<file path="src/hw/rtl/pfa_pkg.sv">
// pfa_pkg: shared constants, codes and controller/datapath interface types
// for the partition fit allocator. No dependencies.
package pfa_pkg;

  localparam int unsigned MaxBlocksDef = 16;

  localparam int unsigned SizeW   = 16;
  localparam int unsigned IndexW  = 4;
  localparam int unsigned BlocksW = 5;
  localparam int unsigned PolicyW = 2;
  localparam int unsigned CfgW    = 5;

  localparam logic [PolicyW-1:0] PolicyFirst = 2'd0;
  localparam logic [PolicyW-1:0] PolicyBest  = 2'd1;
  localparam logic [PolicyW-1:0] PolicyWorst = 2'd2;

  localparam logic RegFitPolicy = 1'b0;
  localparam logic RegBlocks    = 1'b1;

  localparam logic ActionLoad    = 1'b0;
  localparam logic ActionRequest = 1'b1;

  typedef struct packed {
    logic load_wr;
    logic scan_start;
    logic scan_step;
    logic commit;
  } pfa_cmd_t;

  typedef struct packed {
    logic scan_end;
  } pfa_status_t;

endpackage

</file>
<file path="src/hw/rtl/pfa_ctrl.sv">
// pfa_ctrl: sequencing state machine of the partition fit allocator.
// Depends on pfa_pkg for the command and status types.
module pfa_ctrl (
  input  logic                 clk_i,
  input  logic                 rst_ni,
  input  logic                 in_valid_i,
  input  logic                 action_i,
  input  logic                 out_free_i,
  input  pfa_pkg::pfa_status_t status_i,
  output pfa_pkg::pfa_cmd_t    cmd_o,
  output logic                 in_stall_o
);
  import pfa_pkg::*;

  typedef enum logic [1:0] {
    StIdle,
    StScan,
    StFinish
  } state_e;

  state_e state_q;
  logic   stall_q;
  logic   accept;

  assign in_stall_o = stall_q;
  assign accept     = in_valid_i && !stall_q;

  always_comb begin
    cmd_o            = '0;
    cmd_o.load_wr    = (state_q == StIdle) && accept && (action_i == ActionLoad);
    cmd_o.scan_start = (state_q == StIdle) && accept && (action_i == ActionRequest);
    cmd_o.scan_step  = (state_q == StScan) && !status_i.scan_end;
    cmd_o.commit     = (state_q == StFinish) && out_free_i;
  end

  always_ff @(posedge clk_i or negedge rst_ni) begin
    if (!rst_ni) begin
      state_q <= StIdle;
      stall_q <= 1'b0;
    end else begin
      case (state_q)
        StIdle: begin
          if (accept && (action_i == ActionRequest)) begin
            state_q <= StScan;
            stall_q <= 1'b1;
          end
        end
        StScan: begin
          if (status_i.scan_end) begin
            state_q <= StFinish;
          end
        end
        StFinish: begin
          if (out_free_i) begin
            state_q <= StIdle;
            stall_q <= 1'b0;
          end
        end
        default: begin
          state_q <= StIdle;
          stall_q <= 1'b0;
        end
      endcase
    end
  end

endmodule

</file>
<file path="src/hw/rtl/pfa_datapath.sv">
// pfa_datapath: free space memory, scan counter and fit selection.
// Depends on pfa_pkg; driven by pfa_ctrl commands.
module pfa_datapath #(
  parameter int unsigned MaxBlocks = pfa_pkg::MaxBlocksDef
) (
  input  logic                       clk_i,
  input  logic                       rst_ni,
  input  pfa_pkg::pfa_cmd_t          cmd_i,
  output pfa_pkg::pfa_status_t       status_o,
  input  logic [pfa_pkg::PolicyW-1:0] fit_policy_i,
  input  logic [pfa_pkg::BlocksW-1:0] blocks_in_use_i,
  input  logic [pfa_pkg::IndexW-1:0]  load_index_i,
  input  logic [pfa_pkg::SizeW-1:0]   load_size_i,
  input  logic [pfa_pkg::SizeW-1:0]   request_size_i,
  input  logic                        last_request_i,
  output logic                        found_o,
  output logic [pfa_pkg::IndexW-1:0]  chosen_index_o,
  output logic [pfa_pkg::SizeW-1:0]   space_left_o,
  output logic                        batch_end_o
);
  import pfa_pkg::*;

  localparam int unsigned AddrW = (MaxBlocks > 1) ? $clog2(MaxBlocks) : 1;
  localparam int unsigned CntW  = $clog2(MaxBlocks + 1);
  localparam int unsigned LimW  = (CntW > BlocksW) ? CntW : BlocksW;
  localparam int unsigned LdW   = (CntW > IndexW) ? CntW : IndexW;
  localparam int unsigned PickW = (AddrW > IndexW) ? AddrW : IndexW;

  logic [SizeW-1:0] mem_q [MaxBlocks];
  logic [SizeW-1:0] rd_data_q;
  logic [AddrW-1:0] rd_idx_q;
  logic             rd_vld_q;

  logic [CntW-1:0]  cnt_q;
  logic [CntW-1:0]  limit_q;
  logic [SizeW-1:0] req_q;
  logic             last_q;
  logic             have_q;
  logic [AddrW-1:0] pick_q;
  logic [SizeW-1:0] best_q;

  logic [LimW-1:0]  blocks_ext;
  logic [CntW-1:0]  limit_d;
  logic [LdW-1:0]   load_ext;
  logic             load_ok;
  logic             fits;
  logic             take;
  logic [SizeW-1:0] left;
  logic [PickW-1:0] pick_ext;
  logic             wr_en;
  logic [AddrW-1:0] wr_addr;
  logic [SizeW-1:0] wr_data;

  always_comb begin
    blocks_ext = LimW'(blocks_in_use_i);
    if (blocks_ext > LimW'(MaxBlocks)) begin
      limit_d = CntW'(MaxBlocks);
    end else begin
      limit_d = CntW'(blocks_ext);
    end
    load_ext = LdW'(load_index_i);
    load_ok  = load_ext < LdW'(MaxBlocks);
  end

  always_comb begin
    fits = rd_vld_q && (rd_data_q >= req_q);
    take = fits && (!have_q
        || ((fit_policy_i == PolicyBest) && (rd_data_q < best_q))
        || ((fit_policy_i == PolicyWorst) && (rd_data_q > best_q)));
    left = best_q - req_q;
  end

  always_comb begin
    if (cmd_i.commit) begin
      wr_en   = have_q;
      wr_addr = pick_q;
      wr_data = left;
    end else begin
      wr_en   = cmd_i.load_wr && load_ok;
      wr_addr = load_ext[AddrW-1:0];
      wr_data = load_size_i;
    end
  end

  always_ff @(posedge clk_i) begin
    if (wr_en) begin
      mem_q[wr_addr] <= wr_data;
    end
    if (cmd_i.scan_step) begin
      rd_data_q <= mem_q[cnt_q[AddrW-1:0]];
      rd_idx_q  <= cnt_q[AddrW-1:0];
    end
    if (cmd_i.scan_start) begin
      req_q   <= request_size_i;
      last_q  <= last_request_i;
      limit_q <= limit_d;
    end
    if (take) begin
      pick_q <= rd_idx_q;
      best_q <= rd_data_q;
    end
  end

  always_ff @(posedge clk_i or negedge rst_ni) begin
    if (!rst_ni) begin
      cnt_q    <= '0;
      rd_vld_q <= 1'b0;
      have_q   <= 1'b0;
    end else begin
      rd_vld_q <= cmd_i.scan_step;
      if (cmd_i.scan_start) begin
        cnt_q  <= '0;
        have_q <= 1'b0;
      end else begin
        if (cmd_i.scan_step) begin
          cnt_q <= cnt_q + 1'b1;
        end
        if (take) begin
          have_q <= 1'b1;
        end
      end
    end
  end

  assign status_o.scan_end = (cnt_q == limit_q);

  assign pick_ext       = PickW'(pick_q);
  assign found_o        = have_q;
  assign chosen_index_o = have_q ? pick_ext[IndexW-1:0] : '0;
  assign space_left_o   = have_q ? left : '0;
  assign batch_end_o    = last_q;

endmodule

</file>
<file path="src/hw/rtl/partition_fit_allocator.sv">
// partition_fit_allocator: top level with configuration registers, output
// register and the controller/datapath pair. Depends on pfa_pkg, pfa_ctrl
// and pfa_datapath.
//
// Input channel (in_valid_i / in_stall_o) carries one word per item. A load
// word (action 0) writes one partition's free size without raising
// in_stall_o, producing no result. A request word (action 1) scans partitions
// 0 .. blocks_in_use-1 (at most MaxBlocks) one per cycle through the
// free space memory's single read port, then updates the chosen entry, if
// any, and loads the result word into the output register. in_stall_o stays
// high from acceptance until the result word is loaded, so no new word is
// taken while a request is in progress. A stalled output register delays that load.
// Output channel (out_valid_o / out_stall_i) holds one result word in a
// register. While it is stalled, load words are still accepted; a finished
// request waits until the register is free.
// Configuration: cfg_we_i writes cfg_wdata_i to fit_policy (index 0) or
// blocks_in_use (index 1); write only while idle.
// Reset clears the policy to first fit and blocks_in_use to 16. Free space
// entries are undefined until loaded.
module partition_fit_allocator #(
  parameter int unsigned MaxBlocks = pfa_pkg::MaxBlocksDef
) (
  input  logic                         clk_i,
  input  logic                         rst_ni,
  input  logic                         cfg_we_i,
  input  logic                         cfg_idx_i,
  input  logic [pfa_pkg::CfgW-1:0]     cfg_wdata_i,
  input  logic                         in_valid_i,
  output logic                         in_stall_o,
  input  logic                         action_i,
  input  logic [pfa_pkg::IndexW-1:0]   load_index_i,
  input  logic [pfa_pkg::SizeW-1:0]    load_size_i,
  input  logic [pfa_pkg::SizeW-1:0]    request_size_i,
  input  logic                         last_request_i,
  output logic                         out_valid_o,
  input  logic                         out_stall_i,
  output logic                         found_o,
  output logic [pfa_pkg::IndexW-1:0]   chosen_index_o,
  output logic [pfa_pkg::SizeW-1:0]    space_left_o,
  output logic                         batch_end_o
);
  import pfa_pkg::*;

  logic [PolicyW-1:0] fit_policy_q;
  logic [BlocksW-1:0] blocks_q;

  pfa_cmd_t    cmd;
  pfa_status_t status;
  logic        out_free;

  logic              dp_found;
  logic [IndexW-1:0] dp_index;
  logic [SizeW-1:0]  dp_left;
  logic              dp_last;

  logic              out_valid_q;
  logic              found_q;
  logic [IndexW-1:0] index_q;
  logic [SizeW-1:0]  left_q;
  logic              last_q;

  always_ff @(posedge clk_i or negedge rst_ni) begin
    if (!rst_ni) begin
      fit_policy_q <= PolicyFirst;
      blocks_q     <= BlocksW'(16);
    end else if (cfg_we_i) begin
      case (cfg_idx_i)
        RegFitPolicy: fit_policy_q <= cfg_wdata_i[PolicyW-1:0];
        RegBlocks:    blocks_q     <= cfg_wdata_i[BlocksW-1:0];
        default:      ;
      endcase
    end
  end

  assign out_free = !out_valid_q || !out_stall_i;

  pfa_ctrl u_ctrl (
    .clk_i      (clk_i),
    .rst_ni     (rst_ni),
    .in_valid_i (in_valid_i),
    .action_i   (action_i),
    .out_free_i (out_free),
    .status_i   (status),
    .cmd_o      (cmd),
    .in_stall_o (in_stall_o)
  );

  pfa_datapath #(
    .MaxBlocks (MaxBlocks)
  ) u_datapath (
    .clk_i           (clk_i),
    .rst_ni          (rst_ni),
    .cmd_i           (cmd),
    .status_o        (status),
    .fit_policy_i    (fit_policy_q),
    .blocks_in_use_i (blocks_q),
    .load_index_i    (load_index_i),
    .load_size_i     (load_size_i),
    .request_size_i  (request_size_i),
    .last_request_i  (last_request_i),
    .found_o         (dp_found),
    .chosen_index_o  (dp_index),
    .space_left_o    (dp_left),
    .batch_end_o     (dp_last)
  );

  always_ff @(posedge clk_i or negedge rst_ni) begin
    if (!rst_ni) begin
      out_valid_q <= 1'b0;
    end else if (cmd.commit) begin
      out_valid_q <= 1'b1;
    end else if (!out_stall_i) begin
      out_valid_q <= 1'b0;
    end
  end

  always_ff @(posedge clk_i) begin
    if (cmd.commit) begin
      found_q <= dp_found;
      index_q <= dp_index;
      left_q  <= dp_left;
      last_q  <= dp_last;
    end
  end

  assign out_valid_o    = out_valid_q;
  assign found_o        = found_q;
  assign chosen_index_o = index_q;
  assign space_left_o   = left_q;
  assign batch_end_o    = last_q;

endmodule

</file>
<file path="config.mk">
export PLATFORM = sky130hd
export DESIGN_NAME = partition_fit_allocator
export DESIGN_NICKNAME = d
export VERILOG_FILES = /design/src/hw/rtl/pfa_pkg.sv /design/src/hw/rtl/pfa_ctrl.sv /design/src/hw/rtl/pfa_datapath.sv /design/src/hw/rtl/partition_fit_allocator.sv
export SDC_FILE = /design/constraint.sdc
export NUM_CORES = 1
export LEC_CHECK = 0
export BUFFER_PORTS_ARGS = -buffer_cell sky130_fd_sc_hd__buf_2
export CORE_ASPECT_RATIO = 0.7
export CORE_MARGIN = 4
export CORE_UTILIZATION = 40
export CTS_CLUSTER_SIZE = 30
export DETAILED_ROUTE_END_ITERATION = 6
export GPL_TIMING_DRIVEN = 0
export PLACE_DENSITY_LB_ADDON = 0.1
export SLEW_MARGIN = 40
export SYNTH_ARGS = -nofsm -noshare
export SYNTH_HDL_FRONTEND = slang
export SYNTH_HIERARCHICAL = 1
export SYNTH_SLANG_ARGS = --single-unit
</file>
<file path="constraint.sdc">
create_clock -name clk_i -period 7.94 [get_ports clk_i]
set_clock_uncertainty 0.05 [all_clocks]
set_input_delay 1.588 -clock clk_i [delete_from_list [all_inputs] [get_ports clk_i]]
set_output_delay 1.588 -clock clk_i [all_outputs]
set_load 0.05 [all_outputs]
</file>
# Word-level counts from Yosys, hierarchy flattened
# Memories as Yosys holds them, arrays and structs flattened. A register that Yosys moved wholly into a read port is not among the register bits.
# Cells that the tools add are included.
word_totals:
  regBits: 86
  latchBits: 0
  romBits: 0
  inputBits: 49
  mem_bits_rw: 256
  n_memories: 1
  out_inout_bits: 24
mem_list:
  columns: ["memory", "depth", "word_bits", "rd", "rd_clocked_by_memory_dff", "write_ports", "line", "source"]
  rows:
  - ["u_datapath.mem_q", 16, 16, 1, 1, 1, "pfa_datapath.sv:29", "logic [SizeW-1:0] mem_q [MaxBlocks];"]
classes:
  addsub: 2
  n_reduce_logical: 26
  shift: 0
  n_mul: 0
  div_mod_pow: 0
  muxes: 18
  n_eq_ne: 9
  order_cmp: 4
  n_bitwise: 3
op_table:
  columns: ["cell", "count"]
  rows:
  - ["16-bit greater-or-equal comparator", 1]
  - ["16-bit greater-than comparator", 1]
  - ["16-bit less-than comparator", 1]
  - ["16-bit two-way mux", 1]
  - ["16-bit subtractor", 1]
  - ["1-bit logical AND", 11]
  - ["5-bit two-way mux", 2]
  - ["1-bit two-way mux", 9]
  - ["2-bit two-way mux", 3]
  - ["2-bit by 1-bit != test with 1-bit output (second input constant)", 3]
  - ["2-bit one-hot mux with 3 select lines", 1]
  - ["3-bit AND reduction", 2]
  - ["5-bit by 1-bit adder with 5-bit output (second input constant)", 1]
  - ["5-bit == test", 1]
  - ["5-bit greater-than comparator (second input constant)", 1]
  - ["1-bit logical NOT", 5]
  - ["2-bit by 1-bit == test with 1-bit output (second input constant)", 2]
  - ["2-bit == test (second input constant)", 2]
  - ["4-bit two-way mux", 1]
  - ["2-bit AND reduction", 2]
  - ["2-bit nonzero test", 2]
  - ["1-bit logical OR", 3]
  - ["1-bit inverter", 3]
  - ["1-bit one-hot mux with 3 select lines", 1]
  - ["other kinds (2)", 2]

# Depth between registers and ports, before layout
logic_depth:
  depth_word: 7
  ltp_mapped: 10
  ltp_nobuf: 10

# Cells and area by module
# The synthesis kept the hierarchy.
by_module_without_submodules:
  columns: ["mod", "seq_area_each_um2", "area_per_inst_um2", "n_inst", "cells_each"]
  rows:
  - ["pfa_datapath", 9724.3, 13812.0, 1, 739]
  - ["partition_fit_allocator", 862.1, 984.7, 1, 41]
  - ["pfa_ctrl", 75.1, 185.2, 1, 19]

# Least setup slack after synthesis
# No wires, ideal clock.
synth_path:
  path_kind: "input port to flip-flop"
  startpoint: "input in_valid_i"
  endpoint: "register u_datapath.last_q, in the netlist u_datapath/batch_end_o (enable)"
  cell_stages: 2
  path_slack_ns: 2.963
  arrival_ns: 4.441
  n_path_buf: 0
  cell_sequence: "nand2b_1 -> nor4b_1"
synth_rtl:
  columns: ["item", "line", "source"]
  rows:
  - ["start, declared", "partition_fit_allocator.sv:28", "input logic in_valid_i,"]
  - ["end signal, assigned", "pfa_datapath.sv:95", "last_q <= last_request_i;"]
  - ["end, declared", "pfa_datapath.sv:37", "logic last_q;"]

==> metrics.txt <==
status=complete, no violations; Hold Path End=u_datapath/pick_ext[0]$_DFFE_PP_; clock power share=between 20% and 30%; Final Slew Violations=0; wire per inst=25.88 um; DR iter-0 viols=between 600 and 700; largest net degree at the start of global routing=19; hold buffers post-CTS=0; fin nets=between 1k and 1.5k; synth top area cells=edfxtp_1, mux4_2, ha_1; synthesized instance count=799; Post-synth EDFFs=340; Final ANT Viol Nets=0; CTS root buffer=clkbuf_16; via count=7960; I/O Pins=73; register-to-register setup slack=4.34 ns; drt total wl=roughly 38000 um; Final Hold Viols=0; crit path time final=~4.3 ns; row cnt=59; syn_area_per_cell=18.75 um^2; placed instance area=approximately 17000 um^2; Synth cell types=55; PwrDens=315.8 nW/um^2; core area=37060 um^2; Layout area overhead=18.05%; WS Path Type=in2reg; DR pass1 iterations=5; clock sinks=358; height of the die=169.9 um; Initial Util=40.43%; post-route setup slack=roughly 3.7 ns; most frequent cells in the layout=edfxtp_1, buf_2, mux4_2; die width=between 200 and 250 um; reg2reg path depth=8; # placed instances=roughly 1.4k; Tot Pwr=approximately 5.6 mW; fin cells=1450; cell taking the most area after synthesis=edfxtp_1; worst slack, placed=just over 3 ns; internal power=3.883 mW; Final Setup Violations=0; vias in the first global route=8172; Highest Clock Rate=roughly 230 MHz; Flop pwr share=42.8%; Syn Std Cell Area=14980 um^2; synthesis-stage register bit count=around 360; hold path start=u_datapath/rd_idx_q[0]$_DFFE_PP_; Clock Path Buffers=3; reg2reg end=u_datapath/mem_q[4][1]$_DFFE_PP_; RSZ-0062 raised after global routing=no; Synth Flop Type=edfxtp_1; Startpoint Class=input pin; Worst Path Required=8.11 ns; Leak Pwr=6.126 nW; Slew @ Worst Pin=0.8724 ns; Max VDD drop=0.1391 mV; Net Sw Power=1.702 mW; # diodes=0; cell area after layout=17690 um^2; H-tree Lvls=2; Tightest Hold Check Type=reg2reg; first-pass GRT wire length=54560 um; clk slew on worst S/H paths=0.06 ns; total CTS buffers=36; crit share post-route=a little over half; Combinational Power Share=between 20% and 30%; Post-Syn Nets=897; initial antenna violation count=0; share of layout cells above drive strength 1=31.29%; CP endpoint kind=register; setup TNS=0 ns; TritonCTS clock tree=yes; Die ar.=40660 um^2; grt total ovfl=0; Yosys Warn Count=6; setup bufs post-CTS=0; Skew-Pair Late Insertion Delay=about 0.53 ns; async set-reset flop share out of synthesis=5.028%; Tot GR Track Use=18.56%; hold path depth=0; via density per instance=roughly 5.5; crit path max fanout=18; share of the synthesized area in the top cell type=68.15%; Port Buffer Count=72; sw frac=30.48%; HPWL Detailed=26570 um; GP Congestion=0.8937; max-cap violations=0; CP arrival=4.44 ns; max_slew headroom=41.84%; r2r startpoint=u_ctrl/state_q[0]$_DFFE_PN0P_; sequential fraction of the synthesis area=71.16%; CTS resizes=0; commonest non-fill, non-tap cell in the layout=edfxtp_1; # DRC=0
flip-flops by register name, summed over array words and instances (netlist names), 2 cells and up:
signal and cells:
u_datapath/mem_q 256, u_datapath/req_q 16, chosen_index_o 4, u_ctrl/state_q 2, u_datapath/limit_q 5, blocks_q 5, u_datapath/cnt_q 5, space_left_o 16
u_datapath/rd_data_q 16, u_datapath/best_q 16, u_datapath/pick_ext 4, fit_policy_q 2, u_datapath/rd_idx_q 4
critical path, cell delays in order:
cell	delay (ns)
buf_2	0.10
nand2_1	0.11
inv_1	0.08
nor2_4	0.26
buf_8	0.24
clkbuf_1	0.36
buf_1	0.57
a21oi_1	0.43
nor2_4	0.46
buf_8	0.21
power by group through the flow:
stage          Combinational, mW  Sequential, mW  Clock (mW)
6_report                    1.60            2.39        1.59
5_1_grt                     1.72            2.41        1.73
4_1_cts                     1.61            2.39        1.64
3_5_place_dp                1.60            2.43           0
3_3_place_gp                1.54            2.43           0
2_1_floorplan               1.05            2.41           0
cells by family after synthesis:
group,count (synthesis),synth area share [%]
AO/OA/AOI/OAI,75,3.332
XOR/XNOR,23,1.345
adder cells (fa/ha/maj),49,4.142
buffers and inverters,63,1.929
flip-flops,358,71.16
multiplexers,102,13.78
AND/OR/NAND/NOR,129,4.309
worst max-delay path by stage:
| stage | endpoint | start | cells past startpoint | slack [ns] |
|---|---|---|---|---|
| after detailed placement | u_datapath/mem_q[5][10]$_DFFE_PP_ | out_stall_i | 10 | 3.10 |
| final | u_datapath/mem_q[4][1]$_DFFE_PP_ | out_stall_i | 10 | 3.68 |
| after global placement | u_datapath/batch_end_o$_DFFE_PP_ | in_valid_i | 3 | 1.02 |
| after CTS | u_datapath/mem_q[5][1]$_DFFE_PP_ | out_stall_i | 10 | 3.65 |
| after floorplan | u_datapath/batch_end_o$_DFFE_PP_ | in_valid_i | 2 | 2.96 |
| after global routing | u_datapath/mem_q[4][1]$_DFFE_PP_ | out_stall_i | 10 | 3.48 |
synthesized netlist by cell type, types with 3 or more instances:
cell type / n
nand4_1: 5
edfxtp_1: 340
mux4_2: 80
nor2_1: 44
mux2i_1: 3
and2_1: 16
and3_1: 4
ha_1: 48
nor2b_1: 6
o31ai_1: 3
xor2_1: 10
a21o_1: 8
dfrtp_1: 17
mux2_2: 12
xnor2_1: 13
nand3_1: 3
nand2b_1: 5
clkbuf_1: 11
nor3_1: 6
nand2_1: 27
mux2_4: 5
buf_2: 6
a21oi_1: 33
o21ai_0: 8
a31oi_1: 4
buf_6: 3
inv_1: 39
area by class of cell:
type / instances / area [um^2]
plain buffers: 24 / 150.1
clock buffers: 44 / 952.2
clock inverters: 20 / 131.4
fillers: 3071 / 19370
inverters: 39 / 146.4
multi-input cells: 378 / 4223
flip-flops and latches: 358 / 10660
well taps: 488 / 610.6
repair buffers: 99 / 810.8
routing by layer:
layer | vias up | GRT usage (%) | share of wire, % | wire length [um]
met5 | - | 0 | 0 | 0
met4 | 0 | 5.170 | 2.5 | 952
met3 | 63 | 2.948 | 5.2 | 1951
met2 | 222 | 28.49 | 46 | 17230
met1 | 4199 | 27.83 | 46 | 17390
li1 | 3476 | - | - | -
metrics by stage:
stage	hold WS, ns	utilization [%]
final	0.3815	47.72
after global routing	0.3836	47.72
after CTS	0.3768	47.67
after detailed placement	0.3571	44.75
after global placement	0.3531	43.05
after floorplan	0.3503	-
Power figures use the tool's default switching activity.
